==> src/rtl/core/esc_pkg.sv <==
// ----------------------------------------------------------------------------
// esc_pkg
// Types and constants shared by the startup sequencer modules.
// ----------------------------------------------------------------------------
package esc_pkg;

	typedef enum logic [2:0] {
		ACT_SAMPLE = 3'd0,
		ACT_ARM    = 3'd1,
		ACT_BFAULT = 3'd2,
		ACT_STOP   = 3'd3,
		ACT_RUN    = 3'd4
	} action_t;

	typedef enum logic [2:0] {
		MODE_IDLE    = 3'd0,
		MODE_ARMED   = 3'd1,
		MODE_STARTUP = 3'd2,
		MODE_RUNNING = 3'd3,
		MODE_FAULT   = 3'd4
	} mode_t;

	localparam logic [1:0] FLT_NONE  = 2'd0;
	localparam logic [1:0] FLT_STALL = 2'd1;
	localparam logic [1:0] FLT_BOARD = 2'd2;

	localparam logic [2:0] REG_DEADBAND    = 3'd0;
	localparam logic [2:0] REG_FULL_STEP   = 3'd1;
	localparam logic [2:0] REG_RAMP_STEP   = 3'd2;
	localparam logic [2:0] REG_ALIGN_TICKS = 3'd3;
	localparam logic [2:0] REG_SLOW_DIV    = 3'd4;
	localparam logic [2:0] REG_ARM_TICKS   = 3'd5;
	localparam logic [2:0] REG_STALL_SPEED = 3'd6;
	localparam logic [2:0] REG_STALL_TICKS = 3'd7;

	localparam int          ADC_W    = 12;
	localparam logic [11:0] ADC_FULL = 12'd4095;
	localparam logic [11:0] ADC_MID  = 12'd2048;

	typedef enum logic [1:0] {
		ST_IDLE,
		ST_DIV,
		ST_UPDATE,
		ST_OUT
	} ctrl_state_t;

	typedef struct packed {
		logic load;
		logic div_start;
		logic update;
	} ctrl_cmd_t;

	typedef struct packed {
		logic div_done;
	} ctrl_stat_t;

endpackage

==> src/rtl/core/esc_if.sv <==
// ----------------------------------------------------------------------------
// esc_in_if / esc_out_if
// Valid/ready channels of the startup sequencer.
// ----------------------------------------------------------------------------
interface esc_in_if;
	logic               valid;
	logic               ready;
	logic [2:0]         action;
	logic [11:0]        raw_ia;
	logic [11:0]        raw_ib;
	logic [11:0]        throttle;
	logic signed [31:0] estimated_speed;
	modport source (output valid, action, raw_ia, raw_ib, throttle, estimated_speed,
		input ready);
	modport sink (input valid, action, raw_ia, raw_ib, throttle, estimated_speed,
		output ready);
endinterface

interface esc_out_if;
	logic               valid;
	logic               ready;
	logic [2:0]         mode;
	logic [1:0]         fault_code;
	logic               calibrated;
	logic               aligning;
	logic [15:0]        angle;
	logic [27:0]        speed;
	logic signed [12:0] current_a;
	logic signed [12:0] current_b;
	logic [11:0]        offset_a_out;
	logic [11:0]        offset_b_out;
	modport source (output valid, mode, fault_code, calibrated, aligning, angle, speed,
		current_a, current_b, offset_a_out, offset_b_out, input ready);
	modport sink (input valid, mode, fault_code, calibrated, aligning, angle, speed,
		current_a, current_b, offset_a_out, offset_b_out, output ready);
endinterface

==> src/rtl/core/esc_startup_sequencer.sv <==
// sequence: an input transfer starts the bit-serial throttle divide, then the update,
// then the result is output; a new input is taken only once the previous result is
// taken, and that input transfer can coincide with the output transfer.
// reset: arst_n clears the mode and control state to idle, uncalibrated, offsets at ADC midpoint,
// configuration registers to their defaults
// ----------------------------------------------------------------------------
// esc_startup_sequencer
// Open-loop startup sequencer of a sensorless motor drive.
// ----------------------------------------------------------------------------
module esc_startup_sequencer
	import esc_pkg::*;
#(
	parameter int CAL_COUNT = 1024
) (
	input  logic        clk,
	input  logic        arst_n,
	input  logic        cfg_we,
	input  logic [2:0]  cfg_index,
	input  logic [27:0] cfg_data,
	esc_in_if.sink      in_ch,
	esc_out_if.source   out_ch
);

	ctrl_cmd_t  cmd;
	ctrl_stat_t stat;

	esc_ctrl u_ctrl (
		.clk       (clk),
		.arst_n    (arst_n),
		.in_valid  (in_ch.valid),
		.in_ready  (in_ch.ready),
		.out_valid (out_ch.valid),
		.out_ready (out_ch.ready),
		.stat      (stat),
		.cmd       (cmd)
	);

	esc_datapath #(.CAL_COUNT(CAL_COUNT)) u_dp (
		.clk          (clk),
		.arst_n       (arst_n),
		.cfg_we       (cfg_we),
		.cfg_index    (cfg_index),
		.cfg_data     (cfg_data),
		.cmd          (cmd),
		.stat         (stat),
		.in_action    (in_ch.action),
		.in_ia        (in_ch.raw_ia),
		.in_ib        (in_ch.raw_ib),
		.in_thr       (in_ch.throttle),
		.in_est       (in_ch.estimated_speed),
		.mode         (out_ch.mode),
		.fault_code   (out_ch.fault_code),
		.calibrated   (out_ch.calibrated),
		.aligning     (out_ch.aligning),
		.angle        (out_ch.angle),
		.speed        (out_ch.speed),
		.current_a    (out_ch.current_a),
		.current_b    (out_ch.current_b),
		.offset_a_out (out_ch.offset_a_out),
		.offset_b_out (out_ch.offset_b_out)
	);

`ifndef SYNTH
	a_one_side: assert property (@(posedge clk) disable iff (!arst_n)
		cmd.update |-> !in_ch.ready) else $error("input taken during update");
	a_out_after_update: assert property (@(posedge clk) disable iff (!arst_n)
		cmd.update |=> out_ch.valid) else $error("result missing after update");
	a_fault_code: assert property (@(posedge clk) disable iff (!arst_n)
		out_ch.valid && out_ch.fault_code != FLT_NONE |-> out_ch.mode == MODE_FAULT)
		else $error("fault code outside fault mode");
`endif

endmodule

==> src/rtl/core/esc_divider.sv <==
// ----------------------------------------------------------------------------
// esc_divider
// Radix-2 restoring divider, one quotient bit per cycle.
// ----------------------------------------------------------------------------
module esc_divider
	import esc_pkg::*;
#(
	parameter int NUM_W = 40,
	parameter int DEN_W = 12
) (
	input  logic             clk,
	input  logic             arst_n,
	input  logic             start,
	input  logic [NUM_W-1:0] num,
	input  logic [DEN_W-1:0] den,
	output logic             done,
	output logic [NUM_W-1:0] quot
);

	localparam int CNT_W = $clog2(NUM_W + 1);

	logic [NUM_W-1:0] quot_q;
	logic [DEN_W:0]   rem_q;
	logic [DEN_W-1:0] den_q;
	logic [CNT_W-1:0] cnt_q;
	logic             busy_q;
	logic [DEN_W:0]   trial;
	logic             fits;

	assign trial = {rem_q[DEN_W-1:0], quot_q[NUM_W-1]};
	assign fits  = trial >= {1'b0, den_q};

	always_ff @(posedge clk or negedge arst_n) begin
		if (!arst_n) begin
			busy_q <= 1'b0;
			cnt_q  <= '0;
		end else if (start) begin
			busy_q <= 1'b1;
			cnt_q  <= CNT_W'(NUM_W);
		end else if (busy_q) begin
			cnt_q <= cnt_q - 1'b1;
			if (cnt_q == CNT_W'(1)) begin
				busy_q <= 1'b0;
			end
		end
	end

	always_ff @(posedge clk) begin
		if (start) begin
			quot_q <= num;
			rem_q  <= '0;
			den_q  <= den;
		end else if (busy_q) begin
			rem_q  <= fits ? (trial - {1'b0, den_q}) : trial;
			quot_q <= {quot_q[NUM_W-2:0], fits};
		end
	end

	// last step in progress, quotient final after this edge
	assign done = busy_q && (cnt_q == CNT_W'(1));
	assign quot = quot_q;

endmodule

==> src/rtl/core/esc_ctrl.sv <==
// ----------------------------------------------------------------------------
// esc_ctrl
// Sequencing state machine: accept, divide, update, present result.
// ----------------------------------------------------------------------------
module esc_ctrl
	import esc_pkg::*;
(
	input  logic       clk,
	input  logic       arst_n,
	input  logic       in_valid,
	output logic       in_ready,
	output logic       out_valid,
	input  logic       out_ready,
	input  ctrl_stat_t stat,
	output ctrl_cmd_t  cmd
);

	ctrl_state_t state_q, state_d;

	always_ff @(posedge clk or negedge arst_n) begin
		if (!arst_n) begin
			state_q <= ST_IDLE;
		end else begin
			state_q <= state_d;
		end
	end

	always_comb begin
		state_d       = state_q;
		cmd           = '0;
		in_ready      = 1'b0;
		out_valid     = 1'b0;
		case (state_q)
			ST_IDLE: begin
				in_ready = 1'b1;
				if (in_valid) begin
					cmd.load      = 1'b1;
					cmd.div_start = 1'b1;
					state_d       = ST_DIV;
				end
			end
			ST_DIV: begin
				if (stat.div_done) begin
					state_d = ST_UPDATE;
				end
			end
			ST_UPDATE: begin
				cmd.update = 1'b1;
				state_d    = ST_OUT;
			end
			ST_OUT: begin
				out_valid = 1'b1;
				in_ready  = out_ready;
				if (out_ready) begin
					if (in_valid) begin
						cmd.load      = 1'b1;
						cmd.div_start = 1'b1;
						state_d       = ST_DIV;
					end else begin
						state_d = ST_IDLE;
					end
				end
			end
			default: state_d = ST_IDLE;
		endcase
	end

endmodule

==> src/rtl/core/esc_datapath.sv <==
// ----------------------------------------------------------------------------
// esc_datapath
// Configuration registers, calibration, slew, angle and mode state.
// ----------------------------------------------------------------------------
module esc_datapath
	import esc_pkg::*;
#(
	parameter int CAL_COUNT = 1024
) (
	input  logic               clk,
	input  logic               arst_n,
	input  logic               cfg_we,
	input  logic [2:0]         cfg_index,
	input  logic [27:0]        cfg_data,
	input  ctrl_cmd_t          cmd,
	output ctrl_stat_t         stat,
	input  logic [2:0]         in_action,
	input  logic [11:0]        in_ia,
	input  logic [11:0]        in_ib,
	input  logic [11:0]        in_thr,
	input  logic signed [31:0] in_est,
	output logic [2:0]         mode,
	output logic [1:0]         fault_code,
	output logic               calibrated,
	output logic               aligning,
	output logic [15:0]        angle,
	output logic [27:0]        speed,
	output logic signed [12:0] current_a,
	output logic signed [12:0] current_b,
	output logic [11:0]        offset_a_out,
	output logic [11:0]        offset_b_out
);

	localparam int CNT_W  = $clog2(CAL_COUNT + 1);
	localparam int CAL_SH = $clog2(CAL_COUNT);
	localparam int SUM_W  = ADC_W + CAL_SH;
	localparam int NUM_W  = 40;
	// floor(sum / CAL_COUNT) as a reciprocal multiply, exact over the sum range
	localparam int RCP_SH = SUM_W + CAL_SH;
	localparam int RCP_W  = SUM_W + 1;
	localparam int PROD_W = SUM_W + RCP_W;
	localparam longint unsigned RCP =
		((64'd1 << RCP_SH) + 64'(CAL_COUNT) - 64'd1) / 64'(CAL_COUNT);

	logic [11:0] deadband_q;
	logic [27:0] full_step_q;
	logic [23:0] ramp_q;
	logic [15:0] align_ticks_q;
	logic [7:0]  slow_div_q;
	logic [15:0] arm_ticks_q;
	logic [27:0] stall_speed_q;
	logic [15:0] stall_ticks_q;

	logic [2:0]         act_q;
	logic [11:0]        ia_q, ib_q, thr_q;
	logic [31:0]        est_q;

	mode_t       mode_q;
	logic [1:0]  fault_q;
	logic [SUM_W-1:0] sum_a_q, sum_b_q;
	logic [CNT_W-1:0] cnt_q;
	logic [11:0] off_a_q, off_b_q;
	logic        cal_q;
	logic [7:0]  slow_q;
	logic [15:0] arm_q, stall_q, align_q;
	logic [27:0] speed_q;
	logic [31:0] angle_q;
	logic signed [12:0] cur_a_q, cur_b_q;

	always_ff @(posedge clk or negedge arst_n) begin
		if (!arst_n) begin
			deadband_q    <= 12'd100;
			full_step_q   <= 28'd8947848;
			ramp_q        <= 24'd1000;
			align_ticks_q <= 16'd4800;
			slow_div_q    <= 8'd24;
			arm_ticks_q   <= 16'd500;
			stall_speed_q <= 28'd1000000;
			stall_ticks_q <= 16'd500;
		end else if (cfg_we) begin
			case (cfg_index)
				REG_DEADBAND:    deadband_q    <= cfg_data[11:0];
				REG_FULL_STEP:   full_step_q   <= cfg_data;
				REG_RAMP_STEP:   ramp_q        <= cfg_data[23:0];
				REG_ALIGN_TICKS: align_ticks_q <= cfg_data[15:0];
				REG_SLOW_DIV:    slow_div_q    <= cfg_data[7:0];
				REG_ARM_TICKS:   arm_ticks_q   <= cfg_data[15:0];
				REG_STALL_SPEED: stall_speed_q <= cfg_data;
				REG_STALL_TICKS: stall_ticks_q <= cfg_data[15:0];
				default: ;
			endcase
		end
	end

	// target division
	logic [11:0]      thr_ex;
	logic [11:0]      den;
	logic [NUM_W-1:0] num;
	logic [NUM_W-1:0] quot;
	logic [27:0]      tgt;
	logic             below_db;
	logic             div_done;

	assign below_db = in_thr < deadband_q;
	assign thr_ex   = below_db ? 12'd0 : in_thr - deadband_q;
	assign den      = (deadband_q >= ADC_FULL) ? 12'd1 : ADC_FULL - deadband_q;
	assign num      = NUM_W'(thr_ex) * NUM_W'(full_step_q);

	esc_divider #(.NUM_W(NUM_W), .DEN_W(12)) u_div (
		.clk    (clk),
		.arst_n (arst_n),
		.start  (cmd.div_start),
		.num    (num),
		.den    (den),
		.done   (div_done),
		.quot   (quot)
	);

	assign stat.div_done = div_done;

	always_comb begin
		if (thr_q < deadband_q) begin
			tgt = '0;
		end else if (deadband_q >= ADC_FULL) begin
			tgt = full_step_q;
		end else begin
			tgt = quot[27:0];
		end
	end

	// slew
	logic [27:0] slewed;
	logic [27:0] diff;
	always_comb begin
		slewed = speed_q;
		diff   = '0;
		if (speed_q < tgt) begin
			diff   = tgt - speed_q;
			slewed = (diff > 28'(ramp_q)) ? speed_q + 28'(ramp_q) : tgt;
		end else if (speed_q > tgt) begin
			diff   = speed_q - tgt;
			slewed = (diff > 28'(ramp_q)) ? speed_q - 28'(ramp_q) : tgt;
		end
	end

	logic [31:0] est_mag;
	assign est_mag = est_q[31] ? (32'd0 - est_q) : est_q;

	logic [SUM_W-1:0]  sum_a_n, sum_b_n;
	logic [PROD_W-1:0] prod_a, prod_b;
	logic [CNT_W-1:0]  cnt_n;
	logic [7:0]        slow_n;
	logic [15:0]       arm_n, stall_n;
	assign sum_a_n = sum_a_q + SUM_W'(ia_q);
	assign sum_b_n = sum_b_q + SUM_W'(ib_q);
	assign prod_a  = PROD_W'(sum_a_n) * PROD_W'(RCP);
	assign prod_b  = PROD_W'(sum_b_n) * PROD_W'(RCP);
	assign cnt_n   = cnt_q + 1'b1;
	assign slow_n  = slow_q + 1'b1;
	assign arm_n   = arm_q + 1'b1;
	assign stall_n = stall_q + 1'b1;

	always_ff @(posedge clk) begin
		if (cmd.load) begin
			act_q   <= in_action;
			ia_q    <= in_ia;
			ib_q    <= in_ib;
			thr_q   <= in_thr;
			est_q   <= in_est;
			cur_a_q <= 13'({1'b0, in_ia} - {1'b0, off_a_q});
			cur_b_q <= 13'({1'b0, in_ib} - {1'b0, off_b_q});
		end
	end

	always_ff @(posedge clk or negedge arst_n) begin
		if (!arst_n) begin
			mode_q  <= MODE_IDLE;
			fault_q <= FLT_NONE;
			sum_a_q <= '0;
			sum_b_q <= '0;
			cnt_q   <= '0;
			off_a_q <= ADC_MID;
			off_b_q <= ADC_MID;
			cal_q   <= 1'b0;
			slow_q  <= '0;
			arm_q   <= '0;
			stall_q <= '0;
			align_q <= '0;
			speed_q <= '0;
			angle_q <= '0;
		end else if (cmd.update) begin
			case (act_q)
				ACT_SAMPLE: begin
					if (mode_q == MODE_IDLE || mode_q == MODE_ARMED) begin
						if (!cal_q) begin
							sum_a_q <= sum_a_n;
							sum_b_q <= sum_b_n;
							cnt_q   <= cnt_n;
							if (cnt_n >= CNT_W'(CAL_COUNT)) begin
								off_a_q <= prod_a[RCP_SH +: 12];
								off_b_q <= prod_b[RCP_SH +: 12];
								cal_q   <= 1'b1;
							end
						end
					end else if (mode_q == MODE_STARTUP) begin
						if (align_q < align_ticks_q) begin
							align_q <= align_q + 1'b1;
							angle_q <= '0;
							speed_q <= '0;
						end else begin
							speed_q <= slewed;
							angle_q <= angle_q + 32'(slewed);
						end
					end else if (mode_q == MODE_RUNNING) begin
						speed_q <= slewed;
						angle_q <= angle_q + 32'(slewed);
					end
					if (slow_n < slow_div_q) begin
						slow_q <= slow_n;
					end else begin
						slow_q <= '0;
						if (mode_q == MODE_ARMED) begin
							if (thr_q < deadband_q) begin
								if (arm_n >= arm_ticks_q) begin
									angle_q <= '0;
									speed_q <= '0;
									align_q <= '0;
									stall_q <= '0;
									arm_q   <= '0;
									mode_q  <= MODE_STARTUP;
								end else begin
									arm_q <= arm_n;
								end
							end else begin
								arm_q <= '0;
							end
						end else if (mode_q == MODE_RUNNING) begin
							if (thr_q >= deadband_q && est_mag < 32'(stall_speed_q)) begin
								if (stall_n >= stall_ticks_q) begin
									mode_q  <= MODE_FAULT;
									fault_q <= FLT_STALL;
									stall_q <= '0;
								end else begin
									stall_q <= stall_n;
								end
							end else begin
								stall_q <= '0;
							end
						end
					end
				end
				ACT_ARM: begin
					if (mode_q == MODE_IDLE) begin
						mode_q <= MODE_ARMED;
						arm_q  <= '0;
					end
				end
				ACT_BFAULT: begin
					mode_q  <= MODE_FAULT;
					fault_q <= FLT_BOARD;
				end
				ACT_STOP: begin
					mode_q  <= MODE_IDLE;
					fault_q <= FLT_NONE;
					arm_q   <= '0;
					stall_q <= '0;
					align_q <= '0;
					speed_q <= '0;
					angle_q <= '0;
				end
				ACT_RUN: begin
					if (mode_q == MODE_STARTUP) begin
						mode_q  <= MODE_RUNNING;
						stall_q <= '0;
					end
				end
				default: ;
			endcase
		end
	end

	assign mode         = mode_q;
	assign fault_code   = fault_q;
	assign calibrated   = cal_q;
	assign aligning     = (mode_q == MODE_STARTUP) && (align_q < align_ticks_q);
	assign angle        = angle_q[31:16];
	assign speed        = speed_q;
	assign current_a    = cur_a_q;
	assign current_b    = cur_b_q;
	assign offset_a_out = off_a_q;
	assign offset_b_out = off_b_q;

endmodule
==> src/flat_wrapper.sv <==
// flat-port wrapper written by rule: the top's interface ports become plain ports
module esc_startup_sequencer_flat import esc_pkg::*;
#(
	parameter int CAL_COUNT = 1024
)
  (clk, arst_n, cfg_we, cfg_index, cfg_data, in_ch_valid, in_ch_action, in_ch_raw_ia, in_ch_raw_ib, in_ch_throttle, in_ch_estimated_speed, in_ch_ready, out_ch_valid, out_ch_mode, out_ch_fault_code, out_ch_calibrated, out_ch_aligning, out_ch_angle, out_ch_speed, out_ch_current_a, out_ch_current_b, out_ch_offset_a_out, out_ch_offset_b_out, out_ch_ready);
  esc_in_if in_ch_i ();
  esc_out_if out_ch_i ();
  input  logic clk;
  input  logic arst_n;
  input  logic cfg_we;
  input  logic [2:0] cfg_index;
  input  logic [27:0] cfg_data;
  input wire logic [$bits(in_ch_i.valid)-1:0] in_ch_valid;
  input wire logic [$bits(in_ch_i.action)-1:0] in_ch_action;
  input wire logic [$bits(in_ch_i.raw_ia)-1:0] in_ch_raw_ia;
  input wire logic [$bits(in_ch_i.raw_ib)-1:0] in_ch_raw_ib;
  input wire logic [$bits(in_ch_i.throttle)-1:0] in_ch_throttle;
  input wire logic [$bits(in_ch_i.estimated_speed)-1:0] in_ch_estimated_speed;
  output wire logic [$bits(in_ch_i.ready)-1:0] in_ch_ready;
  output wire logic [$bits(out_ch_i.valid)-1:0] out_ch_valid;
  output wire logic [$bits(out_ch_i.mode)-1:0] out_ch_mode;
  output wire logic [$bits(out_ch_i.fault_code)-1:0] out_ch_fault_code;
  output wire logic [$bits(out_ch_i.calibrated)-1:0] out_ch_calibrated;
  output wire logic [$bits(out_ch_i.aligning)-1:0] out_ch_aligning;
  output wire logic [$bits(out_ch_i.angle)-1:0] out_ch_angle;
  output wire logic [$bits(out_ch_i.speed)-1:0] out_ch_speed;
  output wire logic [$bits(out_ch_i.current_a)-1:0] out_ch_current_a;
  output wire logic [$bits(out_ch_i.current_b)-1:0] out_ch_current_b;
  output wire logic [$bits(out_ch_i.offset_a_out)-1:0] out_ch_offset_a_out;
  output wire logic [$bits(out_ch_i.offset_b_out)-1:0] out_ch_offset_b_out;
  input wire logic [$bits(out_ch_i.ready)-1:0] out_ch_ready;
  assign in_ch_i.valid = in_ch_valid;
  assign in_ch_i.action = in_ch_action;
  assign in_ch_i.raw_ia = in_ch_raw_ia;
  assign in_ch_i.raw_ib = in_ch_raw_ib;
  assign in_ch_i.throttle = in_ch_throttle;
  assign in_ch_i.estimated_speed = in_ch_estimated_speed;
  assign in_ch_ready = in_ch_i.ready;
  assign out_ch_valid = out_ch_i.valid;
  assign out_ch_mode = out_ch_i.mode;
  assign out_ch_fault_code = out_ch_i.fault_code;
  assign out_ch_calibrated = out_ch_i.calibrated;
  assign out_ch_aligning = out_ch_i.aligning;
  assign out_ch_angle = out_ch_i.angle;
  assign out_ch_speed = out_ch_i.speed;
  assign out_ch_current_a = out_ch_i.current_a;
  assign out_ch_current_b = out_ch_i.current_b;
  assign out_ch_offset_a_out = out_ch_i.offset_a_out;
  assign out_ch_offset_b_out = out_ch_i.offset_b_out;
  assign out_ch_i.ready = out_ch_ready;
  esc_startup_sequencer #(.CAL_COUNT(CAL_COUNT)) u_core (.clk(clk), .arst_n(arst_n), .cfg_we(cfg_we), .cfg_index(cfg_index), .cfg_data(cfg_data), .in_ch(in_ch_i), .out_ch(out_ch_i));
endmodule
==> config.mk <==
export PLATFORM = sky130hd
export DESIGN_NAME = esc_startup_sequencer_flat
export DESIGN_NICKNAME = d
export VERILOG_FILES = /design/src/rtl/core/esc_pkg.sv /design/src/rtl/core/esc_if.sv /design/src/rtl/core/esc_startup_sequencer.sv /design/src/rtl/core/esc_divider.sv /design/src/rtl/core/esc_ctrl.sv /design/src/rtl/core/esc_datapath.sv /design/src/flat_wrapper.sv
export SDC_FILE = /design/constraint.sdc
export NUM_CORES = 2
export LEC_CHECK = 0
export BUFFER_PORTS_ARGS = -buffer_cell sky130_fd_sc_hd__buf_2
export CAP_MARGIN = 30
export CORE_MARGIN = 2
export CORE_UTILIZATION = 54
export CTS_CLUSTER_SIZE = 24
export DETAILED_ROUTE_END_ITERATION = 16
export PLACE_DENSITY = 0.7
export SKIP_CTS_REPAIR_TIMING = 1
export SLEW_MARGIN = 20
export SYNTH_ARGS = -nofsm -noshare
export SYNTH_HDL_FRONTEND = slang
export SYNTH_SLANG_ARGS = --single-unit
==> constraint.sdc <==
create_clock -name clk -period 12.03 [get_ports clk]
set_input_delay 0.6015 -clock clk [delete_from_list [all_inputs] [get_ports clk]]
set_output_delay 0.6015 -clock clk [all_outputs]
set_load 0.01 [all_outputs]
### Word-level counts from Yosys, hierarchy flattened

Cells that the tools add are included.
W data, S select, Z words.

| word-level totals | value |
|---|---|
| flip-flop bits (word level) | 519 |
| input port bits | 107 |
| output and inout bits | 103 |
| logic and storage cells | 224 |

| operators by class | value |
|---|---|
| add/subtract/negate cells | 19 |
| $mul | 1 |
| magnitude comparators | 15 |
| equality and inequality tests | 34 |
| muxes and demuxes | 87 |
| bitwise operators | 1 |
| reduce and logical (&&, ||, !) cells | 32 |

Operator list:

| cell | count |
|---|---|
| $mux W28 | 14 |
| $mux W16 | 20 |
| $mux W32 | 9 |
| $pmux W16 S3 | 2 |
| $mux W40 | 2 |
| $pmux W32 S2 | 1 |
| $gt A28 B24 Y1 | 2 |
| $pmux W28 S2 | 1 |
| $sub A28 B28 Y28 | 2 |
| $add A16 B1 Y16 const B | 3 |
| $add A22 B12 Y22 | 2 |
| $mul A12 B28 Y40 | 1 |
| $add A32 B28 Y32 | 1 |
| $ge A16 B16 Y1 | 2 |
| $lt A32 B28 Y1 | 1 |
| $pmux W16 S2 | 1 |
| $sub A1 B32 Y32 const A | 1 |
| $add A28 B24 Y28 | 1 |
| $gt A28 B28 Y1 | 1 |
| $lt A28 B28 Y1 | 1 |
| $sub A28 B24 Y28 | 1 |
| $mux W3 | 9 |
| $sub A12 B12 Y13 | 2 |
| $lt A12 B12 Y1 | 2 |
| 44 further kinds | 107 |

### Logic depth before layout (Yosys ltp)

| depth | value |
|---|---|
| word-level depth | 17 |
| depth in mapped cells | 47 |
| depth with buffers taken out | 44 |

### Modules after synthesis

A second synthesis with hierarchy kept.

| unflattened totals | value |
|---|---|
| cell total of the unflattened synthesis | 5044 |
| area, all modules | 46580.9 um^2 |

By module, submodules not included:

| module | instances | cells an instance | area an instance (um^2) | seq. area each (um^2) |
|---|---|---|---|---|
| esc_datapath | 1 | 4727 | 42704.7 | 11698.7 |
| esc_divider | 1 | 293 | 3631.0 | 1976.9 |
| esc_ctrl | 1 | 24 | 245.2 | 50.0 |

### Worst setup path after synthesis

OpenSTA, ideal clock, no wires.

| timing path | value |
|---|---|
| kind | reg2reg |
| start point | register u_core.u_dp.deadband_q[5] |
| end point | register u_core.u_dp.angle_q[27] |
| setup time | 0.122 ns |
| data arrival time | 9.398 ns |
| required time | 11.908 ns |
| path slack | 2.511 ns |
| stages on the path, launching flop included | 45 |
| buffers on the path | 5 |
| clock period less this slack | 9.519 ns |
| cell sequence | dfstp_2 -> inv_1 -> ha_1 -> a21oi_1 -> o21ai_1 -> a2111oi_4 -> clkbuf_1 -> clkbuf_1 -> nor2_1 -> ha_1 -> clkbuf_1 -> nor2b_1 -> o21ai_0 -> a22o_1 -> o21ai_0 -> a221o_1 -> a21o_1 -> a21o_1 -> [9 not listed] -> a2111o_1 -> a2111oi_4 -> o211ai_4 -> buf_6 -> buf_2 -> o21ai_0 -> o21ai_0 -> ha_1 -> or3_1 -> o211a_1 -> a211oi_1 -> o21ai_0 -> a31o_2 -> a31o_2 -> a21oi_1 -> a31oi_1 -> xor2_1 -> a32o_1 |

| between the ends | value |
|---|---|
| cells in the longest elaborated chain, start to end | 17 |
| elaborated cells on any way between the ends | 24 |
| classes of those cells | add/sub: 3; order compare: 6; mux: 15 |

Ends and longest elaborated chain:

| what | line | RTL |
|---|---|---|
| start, declared | esc_datapath.sv:45 | `logic [11:0] deadband_q;` |
| start signal, assigned | esc_datapath.sv:82 | `REG_DEADBAND: deadband_q <= cfg_data[11:0];` |
| $ge A12 B12 Y1 | esc_datapath.sv:124 | `end else if (deadband_q >= ADC_FULL) begin` |
| $mux W28 | esc_datapath.sv:124 |  |
| $mux W28 | esc_datapath.sv:122 | `if (thr_q < deadband_q) begin` |
| $sub A28 B28 Y28 | esc_datapath.sv:141 | `diff = speed_q - tgt;` |
| $gt A28 B24 Y1 | esc_datapath.sv:142 | `slewed = (diff > 28'(ramp_q)) ? speed_q - 28'(ramp_q) : tgt;` |
| $mux W28 | esc_datapath.sv:142 |  |
| $mux W28 | esc_datapath.sv:140 | `end else if (speed_q > tgt) begin` |
| $mux W28 | esc_datapath.sv:137 | `if (speed_q < tgt) begin` |
| $add A32 B28 Y32 | esc_datapath.sv:212, esc_datapath.sv:216 |  |
| $mux W32, on equally long branches | esc_datapath.sv:214, esc_datapath.sv:206 |  |
| $mux W32 | esc_datapath.sv:205 | `end else if (mode_q == MODE_STARTUP) begin` |
| $mux W32 | esc_datapath.sv:194 | `if (mode_q == MODE_IDLE \|\| mode_q == MODE_ARMED) begin` |
| $mux W32 | esc_datapath.sv:224 | `if (arm_n >= arm_ticks_q) begin` |
| $mux W32 | esc_datapath.sv:223 | `if (thr_q < deadband_q) begin` |
| $mux W32 | esc_datapath.sv:222 | `if (mode_q == MODE_ARMED) begin` |
| $mux W32 * | esc_datapath.sv:218 | `if (slow_n < slow_div_q) begin` |
| $pmux W32 S2 * | esc_datapath.sv:192 | `case (act_q)` |
| end signal, assigned | esc_datapath.sv:212 | `angle_q <= angle_q + 32'(slewed);` |
| end signal, assigned | esc_datapath.sv:216 | `angle_q <= angle_q + 32'(slewed);` |
| end, declared | esc_datapath.sv:67 | `logic [31:0] angle_q;` |

Every way passes the cells marked *; elsewhere a longest branch is shown, timed or not.
A chain may end at the register's enable or synchronous reset.

### Final worst setup path

Ends and elaborated chain as after synthesis.

==> results.ini <==
[grt]
gr-total-overflow=0
grt_pass1_vias=37900
grt_pass1_wl_mm=220
grt_max_degree=90
grtUsageTotal=0.317
antenna_found_initial=13

[clock_tree]
cts_tree=built
root_buffer=clkbuf_16
clk_pin_slew_worst_paths_ps=70
cts-buffers-inserted=58
insertion_delay_ps=670
h-tree-depth=2
numClockSinks=519
cts_buffer_depth=3

[detailed_routing]
dr.pass1.iters=7
drc=0
vias=38200
viasPerCell=5.95
drtAntennaViolNets=0
routed_wl_mm=141
drt_iter0_drc=2870
wl_per_cell_um=22.0

[setup_path]
critPathLaunchType=register
cp_num_cells=42
crit_fanout=31
cp_top_family=compound AO/OA/AOI/OAI gates
crit_type=reg -> reg
critical_path_buf_inv_count=3
r2r_cells=42
timing.reg2reg.setup_slack_ps=1290
r2r-end=u_core.u_dp.angle_q[27]$_DFFE_PN0P_
r2r-start=u_core.u_dp.deadband_q[5]$_DFFE_PN1P_
required_ps=12570
cpPeakStageDelay_ps=560
slowest_stage=dfstp_2
cp.arrival_ps=11290
endpoint_kind=register

[flow_run]
maxCapViolCount=0

[logic_synthesis]
synth_top_flop_cell=dfrtp_1
syn_inst=5114
synth.avg_cell_area_um2=9.10
synth_area_leaders=dfrtp_1 (17%), ha_1 (12%), fa_1 (12%), edfxtp_1 (9.6%), nand2_1 (5.4%)
ys_ff_latch=519
yosysUniqueCellTypes=91
synth_top_cell_area_share=0.170
syn_nets=5931
yosysTopAreaCell=dfrtp_1
synth_area_um2=46500
synth-seq-area-share=0.295
synth_warnings=0
synth_edf_count=149
synthArstFlopShare=0.690

[placement]
hpwl_mm=107
place.gp.congestion=1.02
io_buffers=209

[min_path]
hp-class=in -> reg
min_path_cells=1
hold_start=in_ch_estimated_speed[8]
min_to=u_core.u_dp.est_q[8]$_DFFE_PP_

[power_and_ir_drop]
power.leakage_uw=0.0240
ir_worst_vdd_v=0.000202
power_density_nw_per_um2=184

[floorplan]
io_pins=210
start_util=0.545
dieHeight_um=297
die_area_um2=88500
rows=107
die-width_um=297
core_area_um2=85300

[sta]
tightest_slew_ps=943
hold_viol=0
setup_violations=0
max_slew_margin=0.370
period_share=0.893
setup-tns-final_ps=0
fmax_ghz=0.0931
rsz0062_at_grt=no
fin_crit_ps=10740
finalClockSkew_ps=46.0
slew_viol_final=0

[cells_and_area]
final_nets=6032
fillers=7448
layout_common_cells=nand2_1 (662), inv_1 (578), ha_1 (439)
area_growth_pct=9.15
postLayoutCoreUtil=0.595
final_common_cell=nand2_1
final_layout_size_suffix_gt1_frac=0.113

[run_status]
outcome=complete, no violations

==> state kept, by name, summed over array words and instances (netlist names), 22 cells and up <==
signal and count:
u_core.u_dp.u_div.quot 40, u_core.u_dp.angle_q 32, u_core.u_dp.est_q 32, u_core.u_dp.full_step_q 28
u_core.u_dp.speed 28, u_core.u_dp.stall_speed_q 28, u_core.u_dp.ramp_q 24, u_core.u_dp.sum_a_q 22
u_core.u_dp.sum_b_q 22
==> synthesized netlist by cell type (23+ instances only) <==
library cell	count
clkbuf_1	180
o211ai_1	24
o21ai_0	346
dfrtp_1	316
nand2_1	663
xor2_1	105
and2_1	107
fa_1	271
dfstp_2	42
nand2b_1	50
mux2i_1	65
and3_1	34
nor2b_1	45
inv_1	580
ha_1	439
a21oi_1	242
a211oi_1	30
o21a_1	33
a21o_1	115
a31oi_1	35
nand3_1	87
nand4_1	59
nor3_1	67
nand3b_1	31
edfxtp_1	149
o21bai_1	23
nor2_1	234
mux2_2	125
xnor2_1	190
or3_1	23
a21boi_0	29
o31ai_1	38
==> per-layer routing <==
| layer | up-vias | track usage | wire length, µm |
|---|---|---|---|
| li1 | 17700 | - | - |
| met1 | 18700 | 0.427 | 59600 |
| met2 | 1410 | 0.513 | 64800 |
| met3 | 348 | 0.0465 | 9990 |
| met4 | 12 | 0.130 | 6650 |
| met5 | - | 0 | 84 |
==> where the power goes <==
group	switching (µW)	leakage, µW	internal, µW
Combinational	3140	0.0169	2190
Sequential	173	0.00611	1940
Clock	814	0.000996	1110
==> how the worst max path moves through the flow <==
stage,start,end,slack [ps]
3_5_place_dp,u_core.u_dp.deadband_q[5]$_DFFE_PN1P_,u_core.u_dp.angle_q[29]$_DFFE_PN0P_,1580
2_1_floorplan,u_core.u_dp.deadband_q[5]$_DFFE_PN1P_,u_core.u_dp.angle_q[27]$_DFFE_PN0P_,2510
6_report,u_core.u_dp.deadband_q[5]$_DFFE_PN1P_,u_core.u_dp.angle_q[27]$_DFFE_PN0P_,1290
5_1_grt,u_core.u_dp.deadband_q[5]$_DFFE_PN1P_,u_core.u_dp.angle_q[27]$_DFFE_PN0P_,530
4_1_cts,u_core.u_dp.deadband_q[5]$_DFFE_PN1P_,u_core.u_dp.angle_q[27]$_DFFE_PN0P_,1480
3_3_place_gp,u_core.u_dp.deadband_q[5]$_DFFE_PN1P_,u_core.u_dp.angle_q[27]$_DFFE_PN0P_,1670
==> cells by family (layout without fill, tap and decap cells) <==
family | count (synthesis) | count (layout) | synth area share
AND/OR/NAND/NOR | 1491 | 1491 | 0.151
AO/OA/AOI/OAI | 1106 | 1106 | 0.152
buffers and inverters | 802 | 953 | 0.0666
adder cells (fa/ha/maj) | 711 | 711 | 0.235
flip-flops | 519 | 519 | 0.295
XOR/XNOR | 295 | 295 | 0.0555
multiplexers | 190 | 190 | 0.0443
other | 0 | 5 | 0
==> final cells by class <==
cell class                      instances  area, µm²  share of cell area
Clock buffer                           72       1570              0.0308
Multi-Input combinational cell       3793      29800               0.587
Antenna cell                            5       12.5            0.000246
Clock inverter                         38        479             0.00944
Sequential cell                       519      13700               0.270
Timing Repair Buffer                  262       1560              0.0308
Tap cell                             1144       1430              0.0282
Inverter                              581       2190              0.0431
==> metrics by stage <==
stage | cell area, µm² | setup slack, ps | hold WS, ps | power, µW | instances
after detailed placement | 48600 | 1580 | 442 | 7400 | 6292
after global routing | 50800 | 525 | 86.3 | 10100 | 6411
after floorplan | 46500 | 2510 | 306 | 6060 | 5114
after CTS | 50600 | 1480 | -47.2 | 9360 | 6402
final | 50800 | 1290 | 109 | 9360 | 6414
after global placement | 48500 | 1670 | 442 | 7310 | 6288
Power figures use the tool's default switching activity.
